[src/design/quadrature_decoder_speed_defines.svh]
// assertion macros for the quadrature decoder with speed measurement
// used by qds_div and quadrature_decoder_speed; no other dependencies
`ifndef QUADRATURE_DECODER_SPEED_DEFINES_SVH
`define QUADRATURE_DECODER_SPEED_DEFINES_SVH

`ifndef NO_ASSERTIONS
// property must hold at every clock edge outside reset
`define QDS_ASSERT(lbl, clk, rstn, prop) \
  lbl: assert property (@(posedge clk) disable iff (!(rstn)) (prop)) \
    else $error("%m: assertion failed");
// expression must never be true outside reset
`define QDS_ASSERT_NEVER(lbl, clk, rstn, expr) \
  lbl: assert property (@(posedge clk) disable iff (!(rstn)) !(expr)) \
    else $error("%m: forbidden condition seen");
`else
`define QDS_ASSERT(lbl, clk, rstn, prop)
`define QDS_ASSERT_NEVER(lbl, clk, rstn, expr)
`endif

`endif

[src/design/qds_pkg.sv]
// shared types, constants and gray-code tables for the quadrature decoder
// no dependencies
package qds_pkg;

  // fixed field widths
  localparam int DPP_BITS      = 24;
  localparam int PRESET_BITS   = 24;
  localparam int TOTAL_BITS    = 24;
  localparam int ANGLE_BITS    = 48;
  localparam int SPEED_BITS    = 41;
  localparam int DPP_SHIFT     = 16;
  localparam int QUOT_BITS     = DPP_BITS + DPP_SHIFT;
  localparam int STEP_BITS     = 2;
  localparam int STEPS_PER_PULSE = 4;
  localparam int TDATA_IN_BITS = 8;
  localparam int TUSER_IN_BITS = 2;
  localparam int TDATA_OUT_BITS = 120;
  localparam int APB_ADDR_BITS = 3;
  localparam int APB_DATA_BITS = 32;

  localparam logic [DPP_BITS-1:0]    DPP_RESET    = 24'd65536;
  localparam logic [PRESET_BITS-1:0] PRESET_RESET = 24'd0;

  // register index codes (taken from paddr bit 2)
  localparam logic REG_DPP    = 1'b0;
  localparam logic REG_PRESET = 1'b1;

  typedef enum logic [1:0] {
    MODE_TICK   = 2'd0,
    MODE_CLEAR  = 2'd1,
    MODE_PRESET = 2'd2,
    MODE_NONE   = 2'd3
  } mode_e;

  typedef enum logic [1:0] {
    HEAD_STILL = 2'd0,
    HEAD_CW    = 2'd1,
    HEAD_CCW   = 2'd2
  } heading_e;

  typedef enum logic [4:0] {
    ST_IDLE = 5'b00001,
    ST_STEP = 5'b00010,
    ST_DIV  = 5'b00100,
    ST_MUL  = 5'b01000,
    ST_OUT  = 5'b10000
  } state_e;

  // step outcome from the tracker to the sequencer
  typedef struct packed {
    logic     pulse;
    heading_e dir;
    heading_e heading;
  } trk_t;

  // next code going clockwise: 00-10-11-01-00
  function automatic logic [1:0] cw_next(input logic [1:0] code);
    logic [1:0] nxt;
    case (code)
      2'b00:   nxt = 2'b10;
      2'b01:   nxt = 2'b00;
      2'b10:   nxt = 2'b11;
      2'b11:   nxt = 2'b01;
      default: nxt = 2'b00;
    endcase
    return nxt;
  endfunction

  // next code going anticlockwise
  function automatic logic [1:0] ccw_next(input logic [1:0] code);
    logic [1:0] nxt;
    case (code)
      2'b00:   nxt = 2'b01;
      2'b01:   nxt = 2'b11;
      2'b10:   nxt = 2'b00;
      2'b11:   nxt = 2'b10;
      default: nxt = 2'b00;
    endcase
    return nxt;
  endfunction

endpackage

[src/design/qds_div.sv]
// restoring radix-2 divider, one quotient bit per cycle
// depends on qds_pkg and quadrature_decoder_speed_defines.svh
`include "quadrature_decoder_speed_defines.svh"

module qds_div #(
  parameter int DEN_BITS = 32
) (
  input  logic                         clk_i,
  input  logic                         rst_ni,
  input  logic                         start_i,
  input  logic [qds_pkg::QUOT_BITS-1:0] dividend_i,
  input  logic [DEN_BITS-1:0]          divisor_i,
  output logic                         done_o,
  output logic [qds_pkg::QUOT_BITS-1:0] quot_o
);

  localparam int QB    = qds_pkg::QUOT_BITS;
  localparam int CNT_W = $clog2(QB);

  logic             busy_q, busy_d;
  logic             done_q, done_d;
  logic [CNT_W-1:0] cnt_q, cnt_d;
  logic [QB-1:0]       acc_q;
  logic [DEN_BITS-1:0] rem_q;
  logic [DEN_BITS-1:0] den_q;
  logic [DEN_BITS+1:0] trial;
  logic                fits;
  logic                last_step;

  // trial subtract of the shifted remainder
  assign trial = {1'b0, rem_q, acc_q[QB-1]} - {2'b00, den_q};
  assign fits  = ~trial[DEN_BITS+1];
  assign last_step = busy_q && (cnt_q == CNT_W'(QB - 1));

  // control
  always_comb begin
    busy_d = busy_q;
    cnt_d  = cnt_q;
    done_d = 1'b0;
    if (start_i) begin
      busy_d = 1'b1;
      cnt_d  = '0;
    end else if (busy_q) begin
      cnt_d = cnt_q + CNT_W'(1);
      if (last_step) begin
        busy_d = 1'b0;
        done_d = 1'b1;
      end
    end
  end

  always_ff @(posedge clk_i or negedge rst_ni) begin
    if (!rst_ni) begin
      busy_q <= 1'b0;
      done_q <= 1'b0;
      cnt_q  <= '0;
    end else begin
      busy_q <= busy_d;
      done_q <= done_d;
      cnt_q  <= cnt_d;
    end
  end

  // datapath: dividend shifts out the top while quotient bits shift in
  always_ff @(posedge clk_i) begin
    if (start_i) begin
      acc_q <= dividend_i;
      rem_q <= '0;
      den_q <= divisor_i;
    end else if (busy_q) begin
      acc_q <= {acc_q[QB-2:0], fits};
      if (fits) begin
        rem_q <= trial[DEN_BITS-1:0];
      end else begin
        rem_q <= {rem_q[DEN_BITS-2:0], acc_q[QB-1]};
      end
    end
  end

  assign done_o = done_q;
  assign quot_o = acc_q;

  // checks
  `QDS_ASSERT_NEVER(a_start_busy, clk_i, rst_ni, start_i && busy_q)
  `QDS_ASSERT(a_done_after_busy, clk_i, rst_ni, done_q |-> $past(busy_q) && !busy_q)
  `QDS_ASSERT(a_last_ends, clk_i, rst_ni, last_step && !start_i |=> done_q)

endmodule

[src/design/qds_track.sv]
// gray-code step tracker: position, heading, step and tick counters
// depends on qds_pkg
module qds_track #(
  parameter int COUNT_BITS = 24,
  parameter int TIMER_BITS = 32
) (
  input  logic                              clk_i,
  input  logic                              rst_ni,
  input  logic                              en_i,
  input  qds_pkg::mode_e                    mode_i,
  input  logic [1:0]                        code_i,
  input  logic [qds_pkg::PRESET_BITS-1:0]   preset_i,
  output qds_pkg::trk_t                     trk_o,
  output logic [TIMER_BITS-1:0]             divisor_o,
  output logic [COUNT_BITS-1:0]             count_o
);

  logic [1:0]                 last_q, last_d;
  logic                       primed_q, primed_d;
  qds_pkg::heading_e          heading_q, heading_d;
  logic [qds_pkg::STEP_BITS-1:0] step_q, step_d;
  logic [COUNT_BITS-1:0]      count_q, count_d;
  logic [TIMER_BITS-1:0]      ticks_q, ticks_d;

  logic [TIMER_BITS-1:0]      ticks_inc;
  logic [qds_pkg::STEP_BITS:0] sc;
  qds_pkg::heading_e          dir;
  logic                       pulse;
  logic signed [63:0]         preset_ext;

  assign ticks_inc  = (&ticks_q) ? ticks_q : ticks_q + TIMER_BITS'(1);
  assign preset_ext = 64'(signed'(preset_i));
  // timer value seen by the pulse that this step may complete
  assign divisor_o  = (heading_q == qds_pkg::HEAD_STILL) ? TIMER_BITS'(1) : ticks_inc;

  // next state for the current command
  always_comb begin
    last_d    = last_q;
    primed_d  = primed_q;
    heading_d = heading_q;
    step_d    = step_q;
    count_d   = count_q;
    ticks_d   = ticks_q;
    dir       = qds_pkg::HEAD_STILL;
    pulse     = 1'b0;
    sc        = {1'b0, step_q};
    case (mode_i)
      qds_pkg::MODE_TICK: begin
        ticks_d = ticks_inc;
        if (!primed_q) begin
          primed_d = 1'b1;
          last_d   = code_i;
        end else if (code_i == qds_pkg::cw_next(last_q)) begin
          dir = qds_pkg::HEAD_CW;
        end else if (code_i == qds_pkg::ccw_next(last_q)) begin
          dir = qds_pkg::HEAD_CCW;
        end
        if (dir != qds_pkg::HEAD_STILL) begin
          last_d = code_i;
          // start from still or reversal restarts the step count
          if (heading_q == qds_pkg::HEAD_STILL) begin
            ticks_d = TIMER_BITS'(1);
            sc      = '0;
          end else if (heading_q != dir) begin
            sc = '0;
          end
          heading_d = dir;
          sc        = sc + 3'd1;
          if (sc >= 3'(qds_pkg::STEPS_PER_PULSE)) begin
            pulse   = 1'b1;
            step_d  = '0;
            ticks_d = '0;
            if (dir == qds_pkg::HEAD_CW) begin
              count_d = count_q + COUNT_BITS'(1);
            end else begin
              count_d = count_q - COUNT_BITS'(1);
            end
          end else begin
            step_d = sc[qds_pkg::STEP_BITS-1:0];
          end
        end
      end
      qds_pkg::MODE_CLEAR: begin
        count_d   = '0;
        heading_d = qds_pkg::HEAD_STILL;
      end
      qds_pkg::MODE_PRESET: begin
        count_d   = preset_ext[COUNT_BITS-1:0];
        heading_d = qds_pkg::HEAD_STILL;
      end
      default: begin
      end
    endcase
  end

  always_ff @(posedge clk_i or negedge rst_ni) begin
    if (!rst_ni) begin
      last_q    <= '0;
      primed_q  <= 1'b0;
      heading_q <= qds_pkg::HEAD_STILL;
      step_q    <= '0;
      count_q   <= '0;
      ticks_q   <= '0;
    end else if (en_i) begin
      last_q    <= last_d;
      primed_q  <= primed_d;
      heading_q <= heading_d;
      step_q    <= step_d;
      count_q   <= count_d;
      ticks_q   <= ticks_d;
    end
  end

  assign trk_o.pulse   = pulse;
  assign trk_o.dir     = dir;
  assign trk_o.heading = heading_q;
  assign count_o       = count_q;

endmodule

[src/design/quadrature_decoder_speed.sv]
// Quadrature decoder with pulse count, angle and speed.
// Input stream: one command per transaction; tuser carries the mode (sample tick,
// clear position, preset position), tdata carries the A and B levels.
// Output stream: one result per input transaction with pulse count, angle, speed,
// rotation and a flag that this sample completed a counted pulse.
// APB port: register 0 degrees_per_pulse at 0x0, register 1 preset_count at 0x4;
// write only while the block is idle.
// Sequence: a command without a counted pulse passes from the step state through the
// multiply state into the output register, and the next command waits for delivery.
// A counted pulse also runs the divider for speed between those two states, one
// quotient bit per cycle over 40 bits.
// Only one command is in flight: s_axis_tready is high while the sequencer is idle.
// A result waits in the output register while the receiver stalls, and no new
// command is taken until it is delivered.
// Reset clears position, heading, counters and speed and restores the register
// defaults; the first sample after reset only primes the decoder.
// depends on qds_pkg, qds_track, qds_div, quadrature_decoder_speed_defines.svh
`include "quadrature_decoder_speed_defines.svh"

module quadrature_decoder_speed #(
  parameter int COUNT_BITS = 24,
  parameter int TIMER_BITS = 32
) (
  input  logic                                 clk_i,
  input  logic                                 rst_ni,
  // input stream
  input  logic                                 s_axis_tvalid_i,
  output logic                                 s_axis_tready_o,
  input  logic [qds_pkg::TDATA_IN_BITS-1:0]    s_axis_tdata_i,  // chan_a, chan_b
  input  logic [qds_pkg::TUSER_IN_BITS-1:0]    s_axis_tuser_i,  // mode
  // output stream
  output logic                                 m_axis_tvalid_o,
  input  logic                                 m_axis_tready_i,
  // pulse_total, angle_value, speed_value, rotation, pulse_seen
  output logic [qds_pkg::TDATA_OUT_BITS-1:0]   m_axis_tdata_o,
  // configuration
  input  logic                                 psel,
  input  logic                                 penable,
  input  logic                                 pwrite,
  input  logic [qds_pkg::APB_ADDR_BITS-1:0]    paddr,
  input  logic [qds_pkg::APB_DATA_BITS-1:0]    pwdata,
  output logic [qds_pkg::APB_DATA_BITS-1:0]    prdata,
  output logic                                 pready
);

  localparam int PROD_W = COUNT_BITS + qds_pkg::DPP_BITS + 1;

  qds_pkg::state_e state_q, state_d;
  qds_pkg::mode_e  mode_q;
  logic [1:0]      code_q;
  logic            pulse_q;
  qds_pkg::heading_e dir_q;

  logic [qds_pkg::DPP_BITS-1:0]    dpp_q;
  logic [qds_pkg::PRESET_BITS-1:0] preset_q;
  logic [qds_pkg::SPEED_BITS-1:0]  speed_q;
  logic [qds_pkg::TDATA_OUT_BITS-1:0] tdata_q;

  logic                         s_hs;
  logic                         m_hs;
  logic                         cfg_wr;
  logic                         trk_en;
  logic                         div_start;
  logic                         div_done;
  logic [qds_pkg::QUOT_BITS-1:0] quot;
  logic [qds_pkg::SPEED_BITS-1:0] quot_ext;
  qds_pkg::trk_t                trk;
  logic [TIMER_BITS-1:0]        divisor;
  logic [COUNT_BITS-1:0]        count;
  logic signed [PROD_W-1:0]     product;
  logic signed [63:0]           product_ext;
  logic signed [63:0]           count_ext;

  assign s_hs   = s_axis_tvalid_i && s_axis_tready_o;
  assign m_hs   = m_axis_tvalid_o && m_axis_tready_i;
  assign cfg_wr = psel && penable && pwrite && pready;

  assign s_axis_tready_o = (state_q == qds_pkg::ST_IDLE);
  assign m_axis_tvalid_o = (state_q == qds_pkg::ST_OUT);
  assign m_axis_tdata_o  = tdata_q;

  // configuration registers
  always_ff @(posedge clk_i or negedge rst_ni) begin
    if (!rst_ni) begin
      dpp_q    <= qds_pkg::DPP_RESET;
      preset_q <= qds_pkg::PRESET_RESET;
    end else if (cfg_wr) begin
      if (paddr[2] == qds_pkg::REG_DPP) begin
        dpp_q <= pwdata[qds_pkg::DPP_BITS-1:0];
      end else begin
        preset_q <= pwdata[qds_pkg::PRESET_BITS-1:0];
      end
    end
  end

  // register readback
  always_comb begin
    if (paddr[2] == qds_pkg::REG_PRESET) begin
      prdata = qds_pkg::APB_DATA_BITS'(preset_q);
    end else begin
      prdata = qds_pkg::APB_DATA_BITS'(dpp_q);
    end
  end
  assign pready = 1'b1;

  // sequencer
  always_comb begin
    state_d   = state_q;
    trk_en    = 1'b0;
    div_start = 1'b0;
    case (state_q)
      qds_pkg::ST_IDLE: begin
        if (s_hs) state_d = qds_pkg::ST_STEP;
      end
      qds_pkg::ST_STEP: begin
        trk_en = 1'b1;
        if (trk.pulse) begin
          div_start = 1'b1;
          state_d   = qds_pkg::ST_DIV;
        end else begin
          state_d = qds_pkg::ST_MUL;
        end
      end
      qds_pkg::ST_DIV: begin
        if (div_done) state_d = qds_pkg::ST_MUL;
      end
      qds_pkg::ST_MUL: begin
        state_d = qds_pkg::ST_OUT;
      end
      qds_pkg::ST_OUT: begin
        if (m_hs) state_d = qds_pkg::ST_IDLE;
      end
      default: begin
        state_d = qds_pkg::ST_IDLE;
      end
    endcase
  end

  always_ff @(posedge clk_i or negedge rst_ni) begin
    if (!rst_ni) begin
      state_q <= qds_pkg::ST_IDLE;
      pulse_q <= 1'b0;
      dir_q   <= qds_pkg::HEAD_STILL;
      speed_q <= '0;
    end else begin
      state_q <= state_d;
      if (trk_en) begin
        pulse_q <= trk.pulse;
        dir_q   <= trk.dir;
      end
      // latch signed speed when the divider finishes
      if (state_q == qds_pkg::ST_DIV && div_done) begin
        if (dir_q == qds_pkg::HEAD_CW) begin
          speed_q <= quot_ext;
        end else begin
          speed_q <= '0 - quot_ext;
        end
      end
    end
  end

  // accepted command
  always_ff @(posedge clk_i) begin
    if (s_hs) begin
      mode_q <= qds_pkg::mode_e'(s_axis_tuser_i);
      code_q <= {s_axis_tdata_i[0], s_axis_tdata_i[1]};
    end
  end

  assign quot_ext = qds_pkg::SPEED_BITS'(quot);

  qds_track #(
    .COUNT_BITS (COUNT_BITS),
    .TIMER_BITS (TIMER_BITS)
  ) u_track (
    .clk_i     (clk_i),
    .rst_ni    (rst_ni),
    .en_i      (trk_en),
    .mode_i    (mode_q),
    .code_i    (code_q),
    .preset_i  (preset_q),
    .trk_o     (trk),
    .divisor_o (divisor),
    .count_o   (count)
  );

  qds_div #(
    .DEN_BITS (TIMER_BITS)
  ) u_div (
    .clk_i      (clk_i),
    .rst_ni     (rst_ni),
    .start_i    (div_start),
    .dividend_i ({dpp_q, qds_pkg::DPP_SHIFT'(0)}),
    .divisor_i  (divisor),
    .done_o     (div_done),
    .quot_o     (quot)
  );

  // angle multiply and result register
  assign product     = PROD_W'(signed'(count)) * PROD_W'(signed'({1'b0, dpp_q}));
  assign product_ext = 64'(product);
  assign count_ext   = 64'(signed'(count));

  always_ff @(posedge clk_i) begin
    if (state_q == qds_pkg::ST_MUL) begin
      tdata_q <= {4'b0000, pulse_q, trk.heading, speed_q,
                  product_ext[qds_pkg::ANGLE_BITS-1:0],
                  count_ext[qds_pkg::TOTAL_BITS-1:0]};
    end
  end

  // checks
  `QDS_ASSERT(a_state_onehot, clk_i, rst_ni, $onehot(state_q))
  `QDS_ASSERT(a_done_in_div, clk_i, rst_ni, div_done |-> state_q == qds_pkg::ST_DIV)
  `QDS_ASSERT(a_speed_held, clk_i, rst_ni,
    (state_q == qds_pkg::ST_MUL && !pulse_q) |-> $stable(speed_q))
  `QDS_ASSERT_NEVER(a_busy_take, clk_i, rst_ni, s_axis_tready_o && m_axis_tvalid_o)

endmodule
[config.mk]
export PLATFORM = sky130hd
export DESIGN_NAME = quadrature_decoder_speed
export DESIGN_NICKNAME = d
export VERILOG_FILES = /design/src/design/qds_pkg.sv /design/src/design/qds_div.sv /design/src/design/qds_track.sv /design/src/design/quadrature_decoder_speed.sv
export VERILOG_INCLUDE_DIRS = /design/src /design/src/design
export SDC_FILE = /design/constraint.sdc
export NUM_CORES = 2
export LEC_CHECK = 0
export ABC_AREA = 0
export BUFFER_PORTS_ARGS = -buffer_cell sky130_fd_sc_hd__buf_2
export CAP_MARGIN = 30
export CORE_MARGIN = 4
export CORE_UTILIZATION = 49
export CTS_CLUSTER_DIAMETER = 40
export DETAILED_ROUTE_END_ITERATION = 8
export PLACE_DENSITY = 0.65
export SKIP_LAST_GASP = 1
export SYNTH_ARGS = -nofsm -noshare
export SYNTH_HDL_FRONTEND = slang
export SYNTH_SLANG_ARGS = --single-unit
[constraint.sdc]
create_clock -name clk_i -period 15.65 [get_ports clk_i]
set_input_delay 3.9125 -clock clk_i [delete_from_list [all_inputs] [get_ports clk_i]]
set_output_delay 3.9125 -clock clk_i [all_outputs]
set_load 0.02 [all_outputs]
Word-level counts from Yosys, hierarchy flattened
Index checks and enable logic that the tools add are counted.
- register bits: 392
- bits of input ports: 52
- output and inout port bits: 155
- logic and storage cells: 131
- add/sub/neg operators: 7
- $mul: 1
- $lt $le $gt $ge: 1
- equality and inequality tests: 22
- mux-type cells: 53
- bitwise gates (word level): 2
- reductions and logical operators: 23
- operators with widths (kind ; count):
    32-bit 2-to-1 mux ; 5
    24-bit 2-to-1 mux ; 4
    40-bit 2-to-1 mux ; 2
    24-bit case mux with 3 select lines ; 1
    24-bit by 25-bit multiplier with 48-bit output ; 1
    41-bit 2-to-1 mux ; 1
    1-bit by 40-bit subtractor with 41-bit output (first input constant) ; 1
    33-bit by 32-bit subtractor with 34-bit output ; 1
    32-bit by 1-bit adder with 32-bit output (second input constant) ; 1
    32-bit AND reduction ; 1
    2-bit 2-to-1 mux ; 15
    5-bit case mux with 5 select lines ; 1
    24-bit by 1-bit adder with 24-bit output (second input constant) ; 1
    24-bit by 1-bit subtractor with 24-bit output (second input constant) ; 1
    2-bit case mux with 4 select lines ; 2
    5-bit 2-to-1 mux ; 3
    1-bit 2-to-1 mux ; 12
    6-bit 2-to-1 mux ; 2
    3-bit AND reduction ; 4
    2-bit by 1-bit != test with 1-bit output (second input constant) ; 5
    3-bit 2-to-1 mux ; 3
    2-bit by 1-bit == test with 1-bit output (second input constant) ; 4
    6-bit by 1-bit adder with 6-bit output (second input constant) ; 1
    2-bit == test (second input constant) ; 3
    other kinds (21) ; 34

Depth between registers and ports, before layout
- depth in word-level cells: 26
- depth in mapped cells: 27
- depth with buffers taken out: 26

By module
A second synthesis with hierarchy kept.
- cell total of the unflattened synthesis: 4175
- area total of the unflattened synthesis: 39999.6 sq um
- modules (own cells, without submodules) (module ; instances ; cells an instance ; area an instance (sq um) ; seq. area each (sq um)):
    quadrature_decoder_speed ; 1 ; 2845 ; 28143.2 ; 6033.3
    qds_div ; 1 ; 639 ; 6560.0 ; 3002.9
    qds_track ; 1 ; 691 ; 5296.3 ; 1576.5

Least setup slack after synthesis
Ideal clock, no wire load.
- kind: reg-to-reg
- start: reg state_q[1]
- end: reg tdata_q, in the netlist m_axis_tdata_o[0] (enable)
- setup time: 0.882 ns
- arrival time: 11.686 ns
- data required time: 14.768 ns
- path slack: 3.082 ns
- cell stages (with the launch flop): 3
- path buffers: 0
- clock period less this slack: 12.568 ns
- path through: dfrtp_1 nor2_1 nor4bb_1
- cells in the longest elaborated chain, start to end: 1
- ends and longest elaborated chain (item ; line ; source):
    start, declared ; quadrature_decoder_speed.sv:48 ; qds_pkg::state_e state_q, state_d;
    start signal, assigned ; quadrature_decoder_speed.sv:141 ; state_q <= qds_pkg::ST_IDLE;
    start signal, assigned ; quadrature_decoder_speed.sv:146 ; state_q <= state_d;
    5-bit by 4-bit == test with 1-bit output ; quadrature_decoder_speed.sv:205 ; if (state_q == qds_pkg::ST_MUL) begin
    end signal, assigned ; quadrature_decoder_speed.sv:206 ; tdata_q <= {4'b0000, pulse_q, trk.heading, speed_q,
    end, declared ; quadrature_decoder_speed.sv:57 ; logic [qds_pkg::TDATA_OUT_BITS-1:0] tdata_q;
No other way between the ends.
A chain may end at the register's enable or synchronous reset.

Final worst setup path
- start: in paddr[2] in the netlist's numbering
- end: out prdata[5] in the netlist's numbering
- cells in the longest elaborated chain, start to end: 1
- ends and longest elaborated chain (item ; line ; source):
    start, declared ; quadrature_decoder_speed.sv:40 ; input logic [qds_pkg::APB_ADDR_BITS-1:0] paddr,
    24-bit 2-to-1 mux ; quadrature_decoder_speed.sv:98 ; if (paddr[2] == qds_pkg::REG_PRESET) begin
    end, declared ; quadrature_decoder_speed.sv:42 ; output logic [qds_pkg::APB_DATA_BITS-1:0] prdata,
No other way between the ends.

==> results.md <==
| Group | Parameter | Reported |
| --- | --- | --- |
| placed design | Dpl cells | 5,084 |
| detailed routing | First DRT Iteration DRCs | 2,036 |
| placed design | Count of port buffers added during placement | 177 |
| synthesis | Number of storage elements in the synthesis netlist | 392 |
| critical path | Critical-path cell with the highest stage delay | sky130_fd_sc_hd__buf_2 |
| floorplanning | Initial standard-cell utilization of the core | 49.6% |
| synthesis | Part of the Yosys area used for sequential elements | 27.1% |
| placed design | Placer's final routability congestion estimate | 0.876 |
| sta | Final worst setup slack | 6650 ps |
| critical path | Register-to-register setup slack | 7430 ps |
| critical path | Kind of cell with the highest combined delay on the critical path | buffers and inverters |
| sta | Hold Violations, Final | 0 |
| critical path | Worst path cell trace | buf_2 > mux2_2 > buf_2 |
| detailed routing | DRT Wirelength | 98.2 mm |
| sta | Slew Limit Headroom | 29.8% |
| critical path | Dominant cell type by count on the critical path | sky130_fd_sc_hd__buf_2 |
| critical path | Slowest stage delay, CP | 520 ps |
| cts | Clock root buffer | sky130_fd_sc_hd__clkbuf_16 |
| status | Outcome | finished, final reports clean |
| synthesis | Yosys warning total | 0 |
| sta | Achievable Freq | 0.111 GHz |
| detailed routing | # DRC | 0 |
| global routing | Via count of the first global-routing pass | 28,800 |
| floorplanning | CORE AREA | 77,700 sq um |
| synthesis | Leading area contributor after synthesis | sky130_fd_sc_hd__fa_1 |
| cells and area | Non-Filler Instances | 5,214 |
| floorplanning | Die Outline Area | 83,200 sq um |
| global routing | Antenna violations before repair | 4 |
| synthesis | Cell variety after synth | 91 |
| min path | Worst Hold Class | flip-flop to flip-flop |
| sta | Share of the clock period used by the worst path | 57.5% |
| cts | # Post-CTS Setup Buffers | 0 |
| floorplanning | Standard-cell rows | 102 |
| cts | Number of buffers on the longest clock path | 3 |
| sta | Min Clock Period, post-route | 9000 ps |
| critical path | Critical path launch point type | input pin |
| synthesis | FFs w/ async S/R, synth | 42.9% |
| cts | CTS-repair resized insts | 0 |
| sta | Setup Total Neg Slack | 0 ps |
| cts | Number of hold-repair buffers added at the cts stage | 0 |
| sta | Skew final | 23.8 ps |
| global routing | Overall Global Routing Usage | 24.1% |
| critical path | Required arrival time at the worst endpoint | 11,740 ps |
| synthesis | Average instance area after synthesis | 9.66 sq um |
| floorplanning | Die H | 288 um |
| cells and area | Layout net count | 4,909 |
| detailed routing | Drt via density | 5.42 |
| detailed routing | Average detailed-routed wire length per instance | 18.8 um |
| placed design | Half-perimeter wire length of the detailed placement result | 70.3 mm |
| detailed routing | Vias post-DR | 28,300 |
| floorplanning | Count of pins on the block boundary | 207 |
| cells and area | Fraction of final layout cells sized beyond drive strength 1 | 11.4% |
| floorplanning | Horiz. Die Dim | 288 um |
| critical path | Crit Path Class | input pin to output pin |
| critical path | Critical path capture point type | output pin |
| critical path | Number of buffers and inverters on the critical path | 2 |
| critical path | CP Data Arrival Time | 5090 ps |
| synthesis | Ranking of synthesized cells by area | sky130_fd_sc_hd__fa_1, sky130_fd_sc_hd__edfxtp_1, sky130_fd_sc_hd__dfrtp_1, sky130_fd_sc_hd__ha_1, sky130_fd_sc_hd__inv_1 |
| cts | Sink Count | 392 |
| detailed routing | Final ANT Viol Nets | 0 |
| synthesis | Number of synthesized flops with an enable pin | 176 |
| sta | Setup repair after global routing missed its margin | false |
| sta | Worst Tran Pin Value | 1050 ps |
| detailed routing | Drt pass-1 iters | 5 |
| cells and area | Area Growth Syn to Fin | 11.3% |
| cts | Max H-tree Level | 3 |
| synthesis | Most common flop cell mapped by yosys | sky130_fd_sc_hd__edfxtp_1 |
| synthesis | Top cell type's share of synthesized area | 25.1% |
| global routing | Aggregate global routing overflow | 0 |
| cts | Clock transition at the register clock pins on the worst setup and hold paths after CTS | 60 ps |
| cts | CTS tree | done |
| placed design | Pre-CTS WS | 6640 ps |
| global routing | First-pass GRT wire length | 158 mm |
| global routing | Largest net degree at the start of global routing | 85 |
| cts | TritonCTS Buffers | 70 |
| synthesis | Post-Syn Instances | 3,988 |
| synthesis | Netlist area before placement | 38,500 sq um |
| sta | Slew Limit Fails | 0 |
| critical path | Largest fanout on the critical path | 26 |
| cts | Latest clock arrival within the worst-skew pair | 610 ps |
| sta | Setup-failing EPs final | 0 |
| flow run | Count of max-cap constraint violations | 0 |
-- worst reg2reg max path, delay by kind of cell (launching register included) --
kind                     cells  cell delay (ps)
AO/OA/AOI/OAI                7             2390
adder cells (fa/ha/maj)      8             3900
buffers and inverters        6              650
flip-flops                   1              830
AND/OR/NAND/NOR              2              210
-- area by class of cell --
type,instances,area (sq um)
inverters,603,2260
fillers,6987,34800
flip-flops and latches,392,10500
clock buffers,80,1820
repair buffers,248,1460
multi-input cells,2801,25000
diodes,2,5.00
well taps,1040,1300
clock inverters,48,558
-- kinds of logic after synthesis --
kind of cell / share of synthesized area [%]
and+or+nand+nor: 15.2
buffers and inverters: 8.09
adders and majority gates: 33.5
AOI/OAI and AO/OA: 9.26
DFF: 27.1
xor gates and xnor gates: 3.59
muxes: 3.21
other: 0.0195
-- layer usage --
layer	part of all wire, %	track usage, %
met3	8.0	4.78
met2	45	37.6
met1	45	34.7
met4	2.2	6.13
met5	0.0071	0
-- flip-flops by register name, indices dropped and copies added, names as in the netlist --
| register | count |
|---|---|
| mode_q | 2 |
| u_div.rem_q | 32 |
| u_track.primed_q | 1 |
| state_q | 5 |
| u_div.quot_o | 40 |
| u_track.heading_q | 2 |
| u_track.step_q | 2 |
| u_div.den_q | 32 |
| u_div.cnt_q | 6 |
| preset_q | 24 |
| u_track.count_o | 24 |
| dir_q | 2 |
| dpp_q | 24 |
| code_q | 2 |
| u_div.done_o | 1 |
| pulse_q | 1 |
| u_track.last_q | 2 |
| m_axis_tdata_o | 116 |
| u_track.ticks_q | 32 |
| speed_q | 41 |
| u_div.busy_q | 1 |
-- cells in the final DEF, fill, tap and decap left out, drive strengths merged, types with 7 or more instances in the layout --
cell type  instances
inv              619
nand2            500
fa               484
and2             298
ha               257
buf              248
o21ai            184
edfxtp           176
nor2             171
dfrtp            166
a21oi            148
xnor2            107
clkbuf            80
mux2              75
a21o              54
nand3             54
xor2              51
dfxtp             48
mux2i             39
and3              35
a211oi            31
nor3              30
nand2b            29
a31oi             26
nor2b             23
o31ai             22
nand4             20
clkinv            18
a22oi             17
conb              13
o21bai            11
o21a              10
o211ai             8
clkinvlp           8
o31a               7
nor4               7
-- cells in the mapped netlist, types with 5 or more instances --
library cell,number
sky130_fd_sc_hd__edfxtp_1,176
sky130_fd_sc_hd__and2_1,296
sky130_fd_sc_hd__a211o_1,5
sky130_fd_sc_hd__and4_1,6
sky130_fd_sc_hd__inv_1,603
sky130_fd_sc_hd__nor2_1,169
sky130_fd_sc_hd__nand2_1,499
sky130_fd_sc_hd__o21bai_1,11
sky130_fd_sc_hd__o21a_1,10
sky130_fd_sc_hd__o211ai_1,8
sky130_fd_sc_hd__dfxtp_1,48
sky130_fd_sc_hd__fa_1,484
sky130_fd_sc_hd__xnor2_1,107
sky130_fd_sc_hd__a21oi_1,148
sky130_fd_sc_hd__nor2b_1,23
sky130_fd_sc_hd__and3_1,34
sky130_fd_sc_hd__o31a_1,7
sky130_fd_sc_hd__nand3_1,53
sky130_fd_sc_hd__dfrtp_1,166
sky130_fd_sc_hd__mux2i_1,39
sky130_fd_sc_hd__o21ai_1,11
sky130_fd_sc_hd__nand2b_1,29
sky130_fd_sc_hd__clkbuf_1,174
sky130_fd_sc_hd__nor3_1,29
sky130_fd_sc_hd__a211oi_1,28
sky130_fd_sc_hd__nor4_1,6
sky130_fd_sc_hd__or3_1,5
sky130_fd_sc_hd__buf_1,8
sky130_fd_sc_hd__a31oi_1,26
sky130_fd_sc_hd__a22oi_1,17
sky130_fd_sc_hd__buf_4,15
sky130_fd_sc_hd__mux2_2,75
sky130_fd_sc_hd__o21ai_0,173
sky130_fd_sc_hd__o31ai_1,21
sky130_fd_sc_hd__nand3b_1,6
sky130_fd_sc_hd__xor2_1,51
sky130_fd_sc_hd__a21o_1,54
sky130_fd_sc_hd__ha_1,257
sky130_fd_sc_hd__or2_2,6
sky130_fd_sc_hd__nand4_1,20
-- metrics by stage --
stage / cell area, sq um / utilization [%] / hold slack [ps]
floorplan: 38600 / - / 425
global placement: 40400 / 52.0 / 431
global route: 42900 / 55.2 / 451
finish: 42900 / 55.2 / 441
detailed placement: 40500 / 52.1 / 431
CTS: 42900 / 55.2 / 442
-- final timing paths --
check	start	end	depth (start not counted)
max in group asynchronous	rst_ni	preset_q[14]$_DFFE_PN0P_	3
max reg2reg	dpp_q[13]$_DFFE_PN0P_	m_axis_tdata_o[68]$_DFFE_PP_	23
max	paddr[2]	prdata[5]	3
min reg2reg	speed_q[31]$_DFFE_PN0P_	m_axis_tdata_o[103]$_DFFE_PP_	0
min in group asynchronous	rst_ni	speed_q[2]$_DFFE_PN0P_	1
min	speed_q[31]$_DFFE_PN0P_	m_axis_tdata_o[103]$_DFFE_PP_	0
Power is left out: the tool's default activity adds up to more than one toggle a clock period on the data nets, which glitch-free logic cannot reach.
